### src/sv/ptzenc_pkg.sv
// ----------------------------------------------------------------------------
// ptzenc_pkg
// shared types and constants of the joystick to camera frame encoder
// ----------------------------------------------------------------------------
package ptzenc_pkg;

    localparam int FRAME_BYTES = 8;
    localparam int IDX_W       = $clog2(FRAME_BYTES);

    localparam logic [7:0] SYNC_BYTE = 8'hA0;
    localparam logic [7:0] STOP_BYTE = 8'hAF;

    localparam logic [7:0] MSG_CONTROL  = 8'd2;
    localparam logic [7:0] MSG_PROGRAM  = 8'd3;
    localparam logic [7:0] SUB_MENU     = 8'd0;
    localparam logic [7:0] SUB_NAVIGATE = 8'd1;
    localparam logic [7:0] SUB_PRESET   = 8'd2;
    localparam logic [7:0] SUB_POWER    = 8'd3;

    localparam logic [IDX_W-1:0] IDX_SYNC = IDX_W'(0);
    localparam logic [IDX_W-1:0] IDX_ADDR = IDX_W'(1);
    localparam logic [IDX_W-1:0] IDX_D0   = IDX_W'(2);
    localparam logic [IDX_W-1:0] IDX_D1   = IDX_W'(3);
    localparam logic [IDX_W-1:0] IDX_D2   = IDX_W'(4);
    localparam logic [IDX_W-1:0] IDX_D3   = IDX_W'(5);
    localparam logic [IDX_W-1:0] IDX_STOP = IDX_W'(6);
    localparam logic [IDX_W-1:0] IDX_CKS  = IDX_W'(FRAME_BYTES - 1);

    typedef struct packed {
        logic [7:0] message_type;
        logic [7:0] field_one;
        logic [7:0] field_two;
        logic [7:0] field_three;
        logic [7:0] field_four;
    } ptzenc_msg_t;

    typedef struct packed {
        logic [7:0] tx_byte;
        logic       byte_valid;
        logic       frame_end;
        logic       power_cycle;
        logic       last_of_run;
    } ptzenc_result_t;

    // four data bytes of one frame, entry 0 is frame byte 2
    typedef logic [3:0][7:0] ptzenc_data_t;

    typedef struct packed {
        logic         power;
        logic         two_frames;
        ptzenc_data_t first;
        ptzenc_data_t second;
    } ptzenc_job_t;

    typedef struct packed {
        logic        push;
        ptzenc_job_t job;
    } ptzenc_push_t;

endpackage

### src/sv/ptzenc_front.sv
// ----------------------------------------------------------------------------
// ptzenc_front
// accepts robot messages, classifies them and builds frame jobs
// ----------------------------------------------------------------------------
module ptzenc_front (
    input  logic                  clk,
    input  logic                  rst_n,
    input  logic                  in_valid,
    input  logic                  q_full,
    input  ptzenc_pkg::ptzenc_msg_t message,
    output ptzenc_pkg::ptzenc_push_t push
);
    import ptzenc_pkg::*;

    localparam logic [2:0] DEAD_NONE = 3'd0;
    localparam logic [2:0] DEAD_JOG  = 3'd5;

    logic homing_reg;
    logic homing_next;
    logic accept;
    logic has_job;
    ptzenc_job_t job;

    function automatic logic [6:0] magnitude(input logic [7:0] v);
        magnitude = v[7] ? v[6:0] : ~v[6:0];
    endfunction

    function automatic logic [7:0] speed_of(input logic [7:0] v, input logic [2:0] dead);
        logic [12:0] p;
        logic [5:0]  s;
        // divide by three through the reciprocal 43/128
        p = {6'd0, magnitude(v)} * 13'd43;
        s = p[12:7];
        if (s < {3'd0, dead})
        begin
            s = 6'd0;
        end
        if (s > 6'd32)
        begin
            s = 6'd32;
        end
        if (s < 6'd3)
        begin
            s = 6'd0;
        end
        speed_of = {2'd0, s};
    endfunction

    function automatic ptzenc_data_t make_data(input logic [7:0] b1, input logic [7:0] b2,
                                               input logic [7:0] b3, input logic [7:0] b4);
        ptzenc_data_t d;
        d[0] = b1;
        d[1] = b2;
        d[2] = b3;
        d[3] = b4;
        make_data = d;
    endfunction

    function automatic ptzenc_data_t move_data(input logic [7:0] h, input logic [7:0] v,
                                               input logic [7:0] buttons,
                                               input logic [2:0] dead);
        logic [7:0] d;
        d = 8'h00;
        d = d | ((h <= 8'd127) ? 8'h02 : 8'h04);
        d = d | (v[7] ? 8'h08 : 8'h10);
        if (buttons[7])
        begin
            d = d | 8'h20;
        end
        else if (buttons[6])
        begin
            d = d | 8'h40;
        end
        move_data = make_data(8'h00, d, speed_of(h, dead), speed_of(v, dead));
    endfunction

    function automatic ptzenc_data_t nav_data(input logic [7:0] h, input logic [7:0] v,
                                              input logic [7:0] buttons);
        logic [7:0] d;
        d = 8'h00;
        if (h > 8'd167)
        begin
            d = d | 8'h02;
        end
        else if (h < 8'd87)
        begin
            d = d | 8'h04;
        end
        if (v > 8'd167)
        begin
            d = d | 8'h10;
        end
        else if (v < 8'd87)
        begin
            d = d | 8'h08;
        end
        if (buttons[7])
        begin
            nav_data = make_data(8'h08, 8'h00, 8'h00, 8'h00);
        end
        else if (buttons[6])
        begin
            nav_data = make_data(8'h04, 8'h00, 8'h00, 8'h00);
        end
        else if (magnitude(h) > 7'd50)
        begin
            nav_data = make_data(8'h00, d, 8'h10, 8'h00);
        end
        else if (magnitude(v) > 7'd50)
        begin
            nav_data = make_data(8'h00, d, 8'h00, 8'h10);
        end
        else
        begin
            nav_data = make_data(8'h00, 8'h00, 8'h00, 8'h00);
        end
    endfunction

    assign accept = in_valid && !q_full;

    always_comb
    begin
        has_job         = 1'b0;
        homing_next     = homing_reg;
        job.power       = 1'b0;
        job.two_frames  = 1'b0;
        job.first       = make_data(8'h00, 8'h00, 8'h00, 8'h00);
        job.second      = make_data(8'h00, 8'h07, 8'h00, 8'h01);
        if (message.message_type == MSG_CONTROL)
        begin
            has_job = 1'b1;
            if (message.field_three[5])
            begin
                // home request, stop frame first unless already homing
                homing_next = 1'b1;
                if (homing_reg)
                begin
                    job.first = make_data(8'h00, 8'h07, 8'h00, 8'h01);
                end
                else
                begin
                    job.two_frames = 1'b1;
                end
            end
            else
            begin
                homing_next = 1'b0;
                job.first   = move_data(message.field_one, message.field_two,
                                        message.field_three, DEAD_NONE);
            end
        end
        else if (message.message_type == MSG_PROGRAM)
        begin
            case (message.field_one)
                SUB_MENU:
                begin
                    has_job   = 1'b1;
                    job.first = make_data(8'h00, 8'h03, 8'h00, 8'd95);
                end
                SUB_NAVIGATE:
                begin
                    has_job   = 1'b1;
                    job.first = nav_data(message.field_two, message.field_three,
                                         message.field_four);
                end
                SUB_PRESET:
                begin
                    if (message.field_four[3])
                    begin
                        has_job   = 1'b1;
                        job.first = move_data(message.field_two, message.field_three,
                                              message.field_four, DEAD_JOG);
                    end
                    else if (message.field_four[5])
                    begin
                        has_job        = 1'b1;
                        job.two_frames = 1'b1;
                        job.first      = make_data(8'h00, 8'h03, 8'h00, 8'h01);
                        job.second     = make_data(8'h04, 8'h00, 8'h00, 8'h00);
                    end
                    else if (message.field_four[4])
                    begin
                        has_job   = 1'b1;
                        job.first = make_data(8'h00, 8'h07, 8'h00, 8'h01);
                    end
                end
                SUB_POWER:
                begin
                    has_job   = 1'b1;
                    job.power = 1'b1;
                end
                default:
                begin
                    has_job = 1'b0;
                end
            endcase
        end
    end

    always_ff @(posedge clk or negedge rst_n)
    begin
        if (!rst_n)
        begin
            homing_reg <= 1'b0;
        end
        else if (accept)
        begin
            homing_reg <= homing_next;
        end
    end

    assign push.push = accept && has_job;
    assign push.job  = job;

endmodule

### src/sv/ptzenc_queue.sv
// ----------------------------------------------------------------------------
// ptzenc_queue
// two-entry job queue between the front and back parts
// ----------------------------------------------------------------------------
module ptzenc_queue (
    input  logic                    clk,
    input  logic                    rst_n,
    input  ptzenc_pkg::ptzenc_push_t push,
    input  logic                    pop,
    output logic                    full,
    output logic                    not_empty,
    output ptzenc_pkg::ptzenc_job_t  head
);
    import ptzenc_pkg::*;

    ptzenc_job_t mem_reg [2];
    logic       wr_ptr_reg;
    logic       rd_ptr_reg;
    logic [1:0] count_reg;
    logic [1:0] count_next;

    assign full      = (count_reg == 2'd2);
    assign not_empty = (count_reg != 2'd0);
    assign head      = mem_reg[rd_ptr_reg];

    always_comb
    begin
        count_next = count_reg;
        if (push.push && !pop)
        begin
            count_next = count_reg + 2'd1;
        end
        else if (pop && !push.push)
        begin
            count_next = count_reg - 2'd1;
        end
    end

    always_ff @(posedge clk)
    begin
        if (push.push)
        begin
            mem_reg[wr_ptr_reg] <= push.job;
        end
    end

    always_ff @(posedge clk or negedge rst_n)
    begin
        if (!rst_n)
        begin
            wr_ptr_reg <= 1'b0;
            rd_ptr_reg <= 1'b0;
            count_reg  <= 2'd0;
        end
        else
        begin
            if (push.push)
            begin
                wr_ptr_reg <= !wr_ptr_reg;
            end
            if (pop)
            begin
                rd_ptr_reg <= !rd_ptr_reg;
            end
            count_reg <= count_next;
        end
    end

endmodule

### src/sv/ptzenc_back.sv
// ----------------------------------------------------------------------------
// ptzenc_back
// serializes frame jobs into byte results through an output register
// ----------------------------------------------------------------------------
module ptzenc_back (
    input  logic                      clk,
    input  logic                      rst_n,
    input  logic [7:0]                address,
    input  logic                      q_not_empty,
    input  ptzenc_pkg::ptzenc_job_t    q_head,
    output logic                      pop,
    output logic                      out_valid,
    input  logic                      out_stall,
    output ptzenc_pkg::ptzenc_result_t result
);
    import ptzenc_pkg::*;

    ptzenc_job_t      job_reg;
    logic             busy_reg;
    logic             sel_reg;
    logic [IDX_W-1:0] idx_reg;
    logic             out_valid_reg;
    ptzenc_result_t   out_reg;

    ptzenc_data_t   data;
    ptzenc_result_t cur;
    logic           advance;
    logic [7:0]     checksum;

    assign data     = sel_reg ? job_reg.second : job_reg.first;
    assign checksum = SYNC_BYTE ^ STOP_BYTE ^ address ^ data[0] ^ data[1] ^ data[2] ^ data[3];

    always_comb
    begin
        cur.byte_valid  = !job_reg.power;
        cur.power_cycle = job_reg.power;
        cur.frame_end   = !job_reg.power && (idx_reg == IDX_CKS);
        cur.last_of_run = job_reg.power ||
                          ((idx_reg == IDX_CKS) && (!job_reg.two_frames || sel_reg));
        case (idx_reg)
            IDX_SYNC: cur.tx_byte = SYNC_BYTE;
            IDX_ADDR: cur.tx_byte = address;
            IDX_D0:   cur.tx_byte = data[0];
            IDX_D1:   cur.tx_byte = data[1];
            IDX_D2:   cur.tx_byte = data[2];
            IDX_D3:   cur.tx_byte = data[3];
            IDX_STOP: cur.tx_byte = STOP_BYTE;
            IDX_CKS:  cur.tx_byte = checksum;
            default:  cur.tx_byte = 8'h00;
        endcase
        if (job_reg.power)
        begin
            cur.tx_byte = 8'h00;
        end
    end

    assign advance = busy_reg && (!out_valid_reg || !out_stall);
    assign pop     = q_not_empty && (!busy_reg || (advance && cur.last_of_run));

    always_ff @(posedge clk)
    begin
        if (pop)
        begin
            job_reg <= q_head;
        end
        if (advance)
        begin
            out_reg <= cur;
        end
    end

    always_ff @(posedge clk or negedge rst_n)
    begin
        if (!rst_n)
        begin
            busy_reg      <= 1'b0;
            sel_reg       <= 1'b0;
            idx_reg       <= '0;
            out_valid_reg <= 1'b0;
        end
        else
        begin
            if (advance)
            begin
                out_valid_reg <= 1'b1;
            end
            else if (!out_stall)
            begin
                out_valid_reg <= 1'b0;
            end
            if (pop)
            begin
                busy_reg <= 1'b1;
                sel_reg  <= 1'b0;
                idx_reg  <= '0;
            end
            else if (advance)
            begin
                if (cur.last_of_run)
                begin
                    busy_reg <= 1'b0;
                end
                else if (idx_reg == IDX_CKS)
                begin
                    sel_reg <= 1'b1;
                    idx_reg <= '0;
                end
                else
                begin
                    idx_reg <= idx_reg + IDX_W'(1);
                end
            end
        end
    end

    assign out_valid = out_valid_reg;
    assign result    = out_reg;

endmodule

### src/sv/joystick_to_ptz_frame_encoder.sv
// ----------------------------------------------------------------------------
// joystick_to_ptz_frame_encoder
// turns robot messages into 8-byte camera frames, one byte per transfer
// ----------------------------------------------------------------------------
// when idle a job goes through the queue, job_reg and out_reg to the output
// throughput: one result per cycle from the byte serializer when not stalled;
//   an item is 8 bytes for one frame, 16 for two, a single result for power
// a two-entry job queue lets new items enter while earlier frames drain
// reset: asynchronous, clears homing flag, camera address, queue and output
module joystick_to_ptz_frame_encoder (
    input  logic                      clk,
    input  logic                      rst_n,
    input  logic                      cfg_we,
    input  logic [7:0]                cfg_wdata,
    input  logic                      in_valid,
    output logic                      in_stall,
    input  ptzenc_pkg::ptzenc_msg_t    message,
    output logic                      out_valid,
    input  logic                      out_stall,
    output ptzenc_pkg::ptzenc_result_t result
);
    import ptzenc_pkg::*;

    logic [7:0]   address_reg;
    ptzenc_push_t push;
    ptzenc_job_t  q_head;
    logic         q_full;
    logic         q_not_empty;
    logic         pop;

    always_ff @(posedge clk or negedge rst_n)
    begin
        if (!rst_n)
        begin
            address_reg <= 8'h00;
        end
        else if (cfg_we)
        begin
            address_reg <= cfg_wdata;
        end
    end

    assign in_stall = q_full;

    ptzenc_front u_front (
        .clk      (clk),
        .rst_n    (rst_n),
        .in_valid (in_valid),
        .q_full   (q_full),
        .message  (message),
        .push     (push)
    );

    ptzenc_queue u_queue (
        .clk       (clk),
        .rst_n     (rst_n),
        .push      (push),
        .pop       (pop),
        .full      (q_full),
        .not_empty (q_not_empty),
        .head      (q_head)
    );

    ptzenc_back u_back (
        .clk         (clk),
        .rst_n       (rst_n),
        .address     (address_reg),
        .q_not_empty (q_not_empty),
        .q_head      (q_head),
        .pop         (pop),
        .out_valid   (out_valid),
        .out_stall   (out_stall),
        .result      (result)
    );

endmodule

### config.mk
export PLATFORM = sky130hd
export DESIGN_NAME = joystick_to_ptz_frame_encoder
export DESIGN_NICKNAME = d
export VERILOG_FILES = /design/src/sv/ptzenc_pkg.sv /design/src/sv/ptzenc_front.sv /design/src/sv/ptzenc_queue.sv /design/src/sv/ptzenc_back.sv /design/src/sv/joystick_to_ptz_frame_encoder.sv
export SDC_FILE = /design/constraint.sdc
export NUM_CORES = 1
export LEC_CHECK = 0
export BUFFER_PORTS_ARGS = -buffer_cell sky130_fd_sc_hd__buf_2
export CAP_MARGIN = 20
export CORE_AREA = 2 2 155 157
export DETAILED_ROUTE_END_ITERATION = 8
export DIE_AREA = 0 0 157 159
export PLACE_DENSITY = 0.77
export SETUP_SLACK_MARGIN = 0.15
export SLEW_MARGIN = 20
export SYNTH_ARGS = -nofsm -noshare
export SYNTH_HDL_FRONTEND = slang
export SYNTH_HIERARCHICAL = 1
export SYNTH_SLANG_ARGS = --single-unit
### constraint.sdc
create_clock -name clk -period 5.1 [get_ports clk]
set_input_delay 1.02 -clock clk [delete_from_list [all_inputs] [get_ports clk]]
set_output_delay 1.02 -clock clk [all_outputs]
set_load 0.1 [all_outputs]
==> qor.yml, run 1 <==
logic_synthesis:
  netlist_area_um2: 13800
  syn_inst: 1092
  seq_area_frac_synth_pct: 49.2
  synth_cell_types: 85
  yosys_warnings: 6
  avgSynthCellArea_um2: 12.6
  synth_top_cell_area_share_pct: 45.7
  ys_top_cells_by_area: "edfxtp_1, ha_1, mux2_4"
  synth_edf_count: 210
  yosysTopAreaCell: "edfxtp_1"
  synth_seq_cells: 229
  synthArstFlopShare_pct: 8.30
  synth_ff_type: "edfxtp_1"
floorplanning:
  fp.dieH_um: 159
  core_um2: 23200
  placementRows: 56
  die_w_um: 157
  initial_utilization_pct: 59.4
  die_area_um2: 25000
  boundaryPins: 67
clock_tree:
  ctsHoldBuffers: 0
  cts_resized: 0
  tritoncts: "done"
  cts_setup_buffers: 0
  clkLatencyLatePin_ns: 0.50
  path_clk_slew_ns: 0.06
  cts-root-buf: "clkbuf_16"
  clk_path_buf_depth: 3
  cts_buffers: 22
  cts_sinks: 229
  htree_levels: 1
sta:
  max_slew.worst_pin.slew_ns: 0.939
  rsz0062_at_grt: "false"
  finalCritPeriodShare_pct: 91.9
  max-slew-margin-rel_pct: 37.2
  hold_ws_ns: 0.492
  max_freq_ghz: 0.213
  setup_tns_ns: 0
  fin_skew_ns: 0.0135
  timing.final.crit_period_ns: 4.69
  worst_slack_ns: 0.412
  drv_slew: 0
  setup_viol_count_final: 0
  hold_viol_final: 0
pwr:
  power.leakage_nw: 6.29
  power.total_mw: 7.00
  p_int_mw: 4.52
  power_frac_seq_pct: 37.9
  vdd.ir_drop.worst_uv: 396
  p_clk_share_pct: 23.1
  netSwitchingPower_mw: 2.48
  p_sw_share_pct: 35.4
  power.share.combinational_pct: 39.0
  p_per_area_nw_per_um2: 457
placed_design:
  placed_cell_area_um2: 14500
  place.gp.congestion: 0.965
  post-dp-hpwl_um: 18100
  portBuffers: 63
  place_ws_ns: -0.0567
  dpl.cell_count: 1489
critical_path:
  critPathMaxFanout: 9
  crit_path_start_kind: "primary input"
  cp.arrival_ns: 4.90
  reg2reg_setup_slack_ns: 1.40
  timing.rr.start: "u_back/idx_reg[2]"
  worstReg2RegEnd: "u_queue/count_reg[1]"
  crit_type: "primary input to flip-flop"
  endpoint_kind: "flip-flop"
  required_ns: 5.31
  reg2regPathDepth: 9
layout:
  insertedDiodeCount: 0
  final_cells: 1530
  final_util_pct: 66.0
  num-nets-final: 1367
  drive_gt1_share_pct: 21.4
  area_growth_pct: 11.0
  largest_reg_flops: 132
  design_area_um2: 15300
grt:
  grt_overflow: 0
  antenna_found_initial: 0
  grt_pass1_vias: 8267
  grt_max_degree: 74
  grt_util_all_layers_pct: 20.4
  grt_pass1_wl_um: 40800
route:
  num_vias: 8365
  first_pass_iters: 5
  ant_nets: 0
  post_drt_via_cell_ratio: 5.47
  route.detailed.drc: 0
  wl_um: 25100
  dr.first_iter.drc_count: 608
  routedWlPerCell_um: 16.4
job:
  drv_cap: 0
outcome:
  status: "finished, final reports clean"
min_path:
  hold_start: "u_queue/count_reg[1]"
  min_path_cells: 1
  min_to: "u_queue/count_reg[1]"
  hold_class: "flip-flop to flip-flop"
==> placed cells by master, fill, tap and decap left out, drive strengths merged, types with 4 or more instances in the layout <==
master	n
nor3	13
nor2	55
nand2b	17
a22o	5
or3b	4
a21o	5
ha	101
o31a	4
nor4	11
nand3	9
nor2b	13
and2	13
o22ai	10
o21a	8
mux2i	48
fa	18
nand2	45
clkinv	7
a21oi	28
o211ai	7
edfxtp	210
clkbuf	30
xnor2	53
a31oi	8
mux2	85
inv	95
o221ai	4
buf	113
nand4	9
o21ai	25
xor2	28
a211oi	8
or2	8
conb	37
and3	6
dfrtp	19
==> how the worst max path moves through the flow <==
stage | from | cells past startpoint | endpoint
floorplan | message[13] | 17 | u_queue/mem_reg[0][56]
global placement | message[15] | 16 | u_queue/mem_reg[0][59]
detailed placement | message[15] | 16 | u_queue/mem_reg[0][56]
CTS | message[15] | 17 | u_queue/mem_reg[0][56]
global route | message[15] | 16 | u_queue/mem_reg[0][56]
finish | message[15] | 17 | u_queue/mem_reg[0][56]
==> cell usage after synthesis, types with 10 or more instances <==
library cell	number
a21oi_1	27
and2_1	13
buf_4	45
dfrtp_1	19
edfxtp_1	210
fa_1	18
ha_1	101
inv_1	91
mux2_2	46
mux2_4	38
mux2i_1	48
nand2_1	45
nand2b_1	16
nor2_1	55
nor2b_1	13
nor3_1	13
nor4_1	11
o21ai_0	22
o22ai_1	10
xnor2_1	52
xor2_1	27
==> logic make-up (layout without fill, tap and decap cells) <==
logic type,after synthesis,count (layout),synth area share [%]
flip-flops,229,229,49.2
XOR/XNOR,81,81,5.25
AO/OA/AOI/OAI,150,150,8.10
AND/OR/NAND/NOR,213,213,7.88
buffers and inverters,166,249,6.32
other,1,37,0.0272
multiplexers,133,133,11.5
adder cells (fa/ha/maj),119,119,11.8
==> power groups by stage <==
stage / sequential [mW] / clock [mW] / combinational [mW]
6_report: 2.65 / 1.62 / 2.73
5_1_grt: 2.69 / 1.74 / 3.00
4_1_cts: 2.74 / 1.65 / 2.64
3_5_place_dp: 2.78 / 0 / 2.62
3_3_place_gp: 2.76 / 0 / 2.57
2_1_floorplan: 2.84 / 0 / 1.94
==> worst max-delay path, cell delays in order <==
cell and delay, ns:
buf_2 0.20, xor2_1 0.22, inv_1 0.09, ha_1 0.27, inv_1 0.05, fa_1 0.51
fa_1 0.55, inv_1 0.04, ha_1 0.27, inv_1 0.08, o21bai_1 0.16, o2111a_1 0.31
a211oi_1 0.25, a2bb2oi_1 0.35, o41ai_2 0.12, a31oi_1 0.21, o221ai_1 0.18
==> layer usage <==
layer	global-route usage [%]	wire [um]
met3	1.93	1080
met5	0	0
met1	26.8	10900
met4	5.21	561
met2	36.1	12600
==> final cells by class <==
type                            count  area, um2
Timing Repair Buffer              113        748
Inverter                           96        360
Clock buffer                       30        602
Multi-Input combinational cell    733       6280
Tap cell                          319        399
Sequential cell                   229       6790
Fill cell                        1716       7890
Clock inverter                     10        125
No activity file was read; power rests on OpenSTA's default activity.
==> run 2: changes to the inputs <==
- ABC_AREA: unset -> 1
- CORE_AREA: 2 2 155 157 -> 2 2 157 159
- DIE_AREA: 0 0 157 159 -> 0 0 159 161
- REMOVE_ABC_BUFFERS: unset -> 1
==> qor.yml, run 2 <==
critical_path:
  required_ns: 5.35
  crit_path_start_kind: "primary input"
  reg2reg_setup_slack_ns: 2.13
  crit_type: "primary input to flip-flop"
  endpoint_kind: "flip-flop"
  cp.arrival_ns: 4.69
  critPathMaxFanout: 11
grt:
  grt_max_degree: 58
  antenna_found_initial: 1
  grt_util_all_layers_pct: 21.9
  grt_pass1_vias: 9841
  grt_overflow: 0
  grt_pass1_wl_um: 45900
layout:
  largest_reg_flops: 132
  final_cell_mix: "nand2_1, inv_1, edfxtp_1"
  area_growth_pct: 10.0
  final_common_cell: "nand2_1"
  num-nets-final: 1735
  drive_gt1_share_pct: 13.9
  final_util_pct: 65.0
sta:
  max_slew.worst_pin.slew_ns: 0.822
  finalCritPeriodShare_pct: 87.0
  max_freq_ghz: 0.225
  timing.final.crit_period_ns: 4.44
  drv_slew: 0
  setup_viol_count_final: 0
  fin_skew_ns: 0.0154
  hold_viol_final: 0
  rsz0062_at_grt: "false"
  max-slew-margin-rel_pct: 45.1
  worst_slack_ns: 0.662
route:
  wl_um: 27600
  post_drt_via_cell_ratio: 5.20
  routedWlPerCell_um: 14.5
  num_vias: 9906
  ant_nets: 0
  first_pass_iters: 6
  dr.first_iter.drc_count: 695
  route.detailed.drc: 0
logic_synthesis:
  ys_top_cells_by_count: "nand2_1, inv_1, edfxtp_1, ha_1, nand3_1"
  synth_ff_type: "edfxtp_1"
  seq_area_frac_synth_pct: 47.9
  yosysTopAreaCell: "edfxtp_1"
  yosys_warnings: 6
  yosysMostFrequentCell: "nand2_1"
  synth_edf_count: 210
  synth_top_cell_area_share_pct: 44.6
  avgSynthCellArea_um2: 9.55
  netlist_area_um2: 14200
  synth_seq_cells: 229
  synth_cell_types: 52
  syn_inst: 1482
  ys_top_cells_by_area: "edfxtp_1, nand2_1, ha_1"
  synthArstFlopShare_pct: 8.30
floorplanning:
  die_area_um2: 25600
  boundaryPins: 67
  core_um2: 24000
  initial_utilization_pct: 59.1
  die_w_um: 159
  placementRows: 57
  fp.dieH_um: 161
placed_design:
  place_ws_ns: 0.161
  portBuffers: 63
  post-dp-hpwl_um: 20600
  place.gp.congestion: 0.867
clock_tree:
  cts_setup_buffers: 0
  ctsHoldBuffers: 0
  cts-root-buf: "clkbuf_16"
  cts_buffers: 23
  htree_levels: 1
  path_clk_slew_ns: 0.06
  clk_path_buf_depth: 3
  tritoncts: "done"
  clkLatencyLatePin_ns: 0.51
  cts_sinks: 229
  cts_resized: 0
pwr:
  vdd.ir_drop.worst_uv: 348
  power.leakage_nw: 7.49
  p_per_area_nw_per_um2: 465
outcome:
  status: "finished, final reports clean"
min_path:
  hold_class: "flip-flop to flip-flop"
job:
  drv_cap: 0
-- run 2: path summary, 6_finish.rpt --
check                                     start                     end  cells after the start
max                                 message[23]  u_queue/mem_reg[0][56]                     23
min                        u_queue/count_reg[1]    u_queue/count_reg[1]                      2
max reg2reg                   u_back/idx_reg[0]       u_back/idx_reg[0]                     10
min reg2reg                u_queue/count_reg[1]    u_queue/count_reg[1]                      2
max in group asynchronous                 rst_n      u_queue/rd_ptr_reg                      1
min in group asynchronous                 rst_n       u_back/idx_reg[2]                      1
-- run 2: layout make-up --
class	instances	area (um2)
timing repair buffer	87	508
multi-input combinational	971	6090
tap	324	405
antenna	1	2.50
fill	1867	8390
clock buffer	24	579
inverter	251	942
sequential	229	6790
clock inverter	18	256
-- run 2: per-layer routing --
layer	GRT usage, %	vias up	part of all wire, %
li1	-	4956	-
met1	26.8	4602	42
met2	40.7	295	50
met3	2.85	53	5.6
met4	6.53	0	2.4
met5	0	-	0
-- run 2: cells by family (layout without fill, tap and decap cells) --
logic type / count (synthesis) / in the layout / synth area share [%]
adders and majority gates: 119 / 119 / 11.5
muxes: 67 / 67 / 6.12
DFF: 229 / 229 / 47.9
xor gates and xnor gates: 28 / 28 / 1.84
other: 1 / 38 / 0.0265
AOI/OAI and AO/OA: 113 / 113 / 4.67
buffers and inverters: 318 / 380 / 10.1
and+or+nand+nor: 607 / 607 / 17.9
-- run 2: critical path, stage by stage --
cell and delay (ns):
buf_2 0.24, xor2_1 0.21, inv_1 0.09, ha_1 0.29, inv_1 0.05, fa_1 0.48
fa_1 0.54, inv_1 0.04, ha_1 0.35, nand2_1 0.10, inv_1 0.04, a21boi_0 0.24
nand2_1 0.12, nand2_1 0.11, nand2_1 0.08, nand2_1 0.07, nand3_1 0.08, nor2_2 0.13
nand3_1 0.11, nand4_1 0.11, nand2_1 0.07, nand2_1 0.05, nand2_1 0.07
-- run 2: power breakdown --
part	internal, mW	switching, mW	leakage [nW]
Clock	1.14	0.694	0.409
Sequential	2.40	0.171	2.31
Combinational	0.975	1.86	4.77
Total	4.51	2.73	7.49
-- run 2: stage by stage --
step | instances | instance area [um2] | hold slack [ns] | TNS [ns] | power, mW
detailed placement | 1862 | 14700 | 0.459 | 0 | 5.42
global placement | 1862 | 14700 | 0.439 | 0 | 5.34
global route | 1904 | 15600 | 0.500 | 0 | 7.72
CTS | 1904 | 15600 | 0.474 | 0 | 7.27
floorplan | 1451 | 13800 | 0.433 | -42.60 | 4.80
finish | 1905 | 15600 | 0.470 | 0 | 7.24
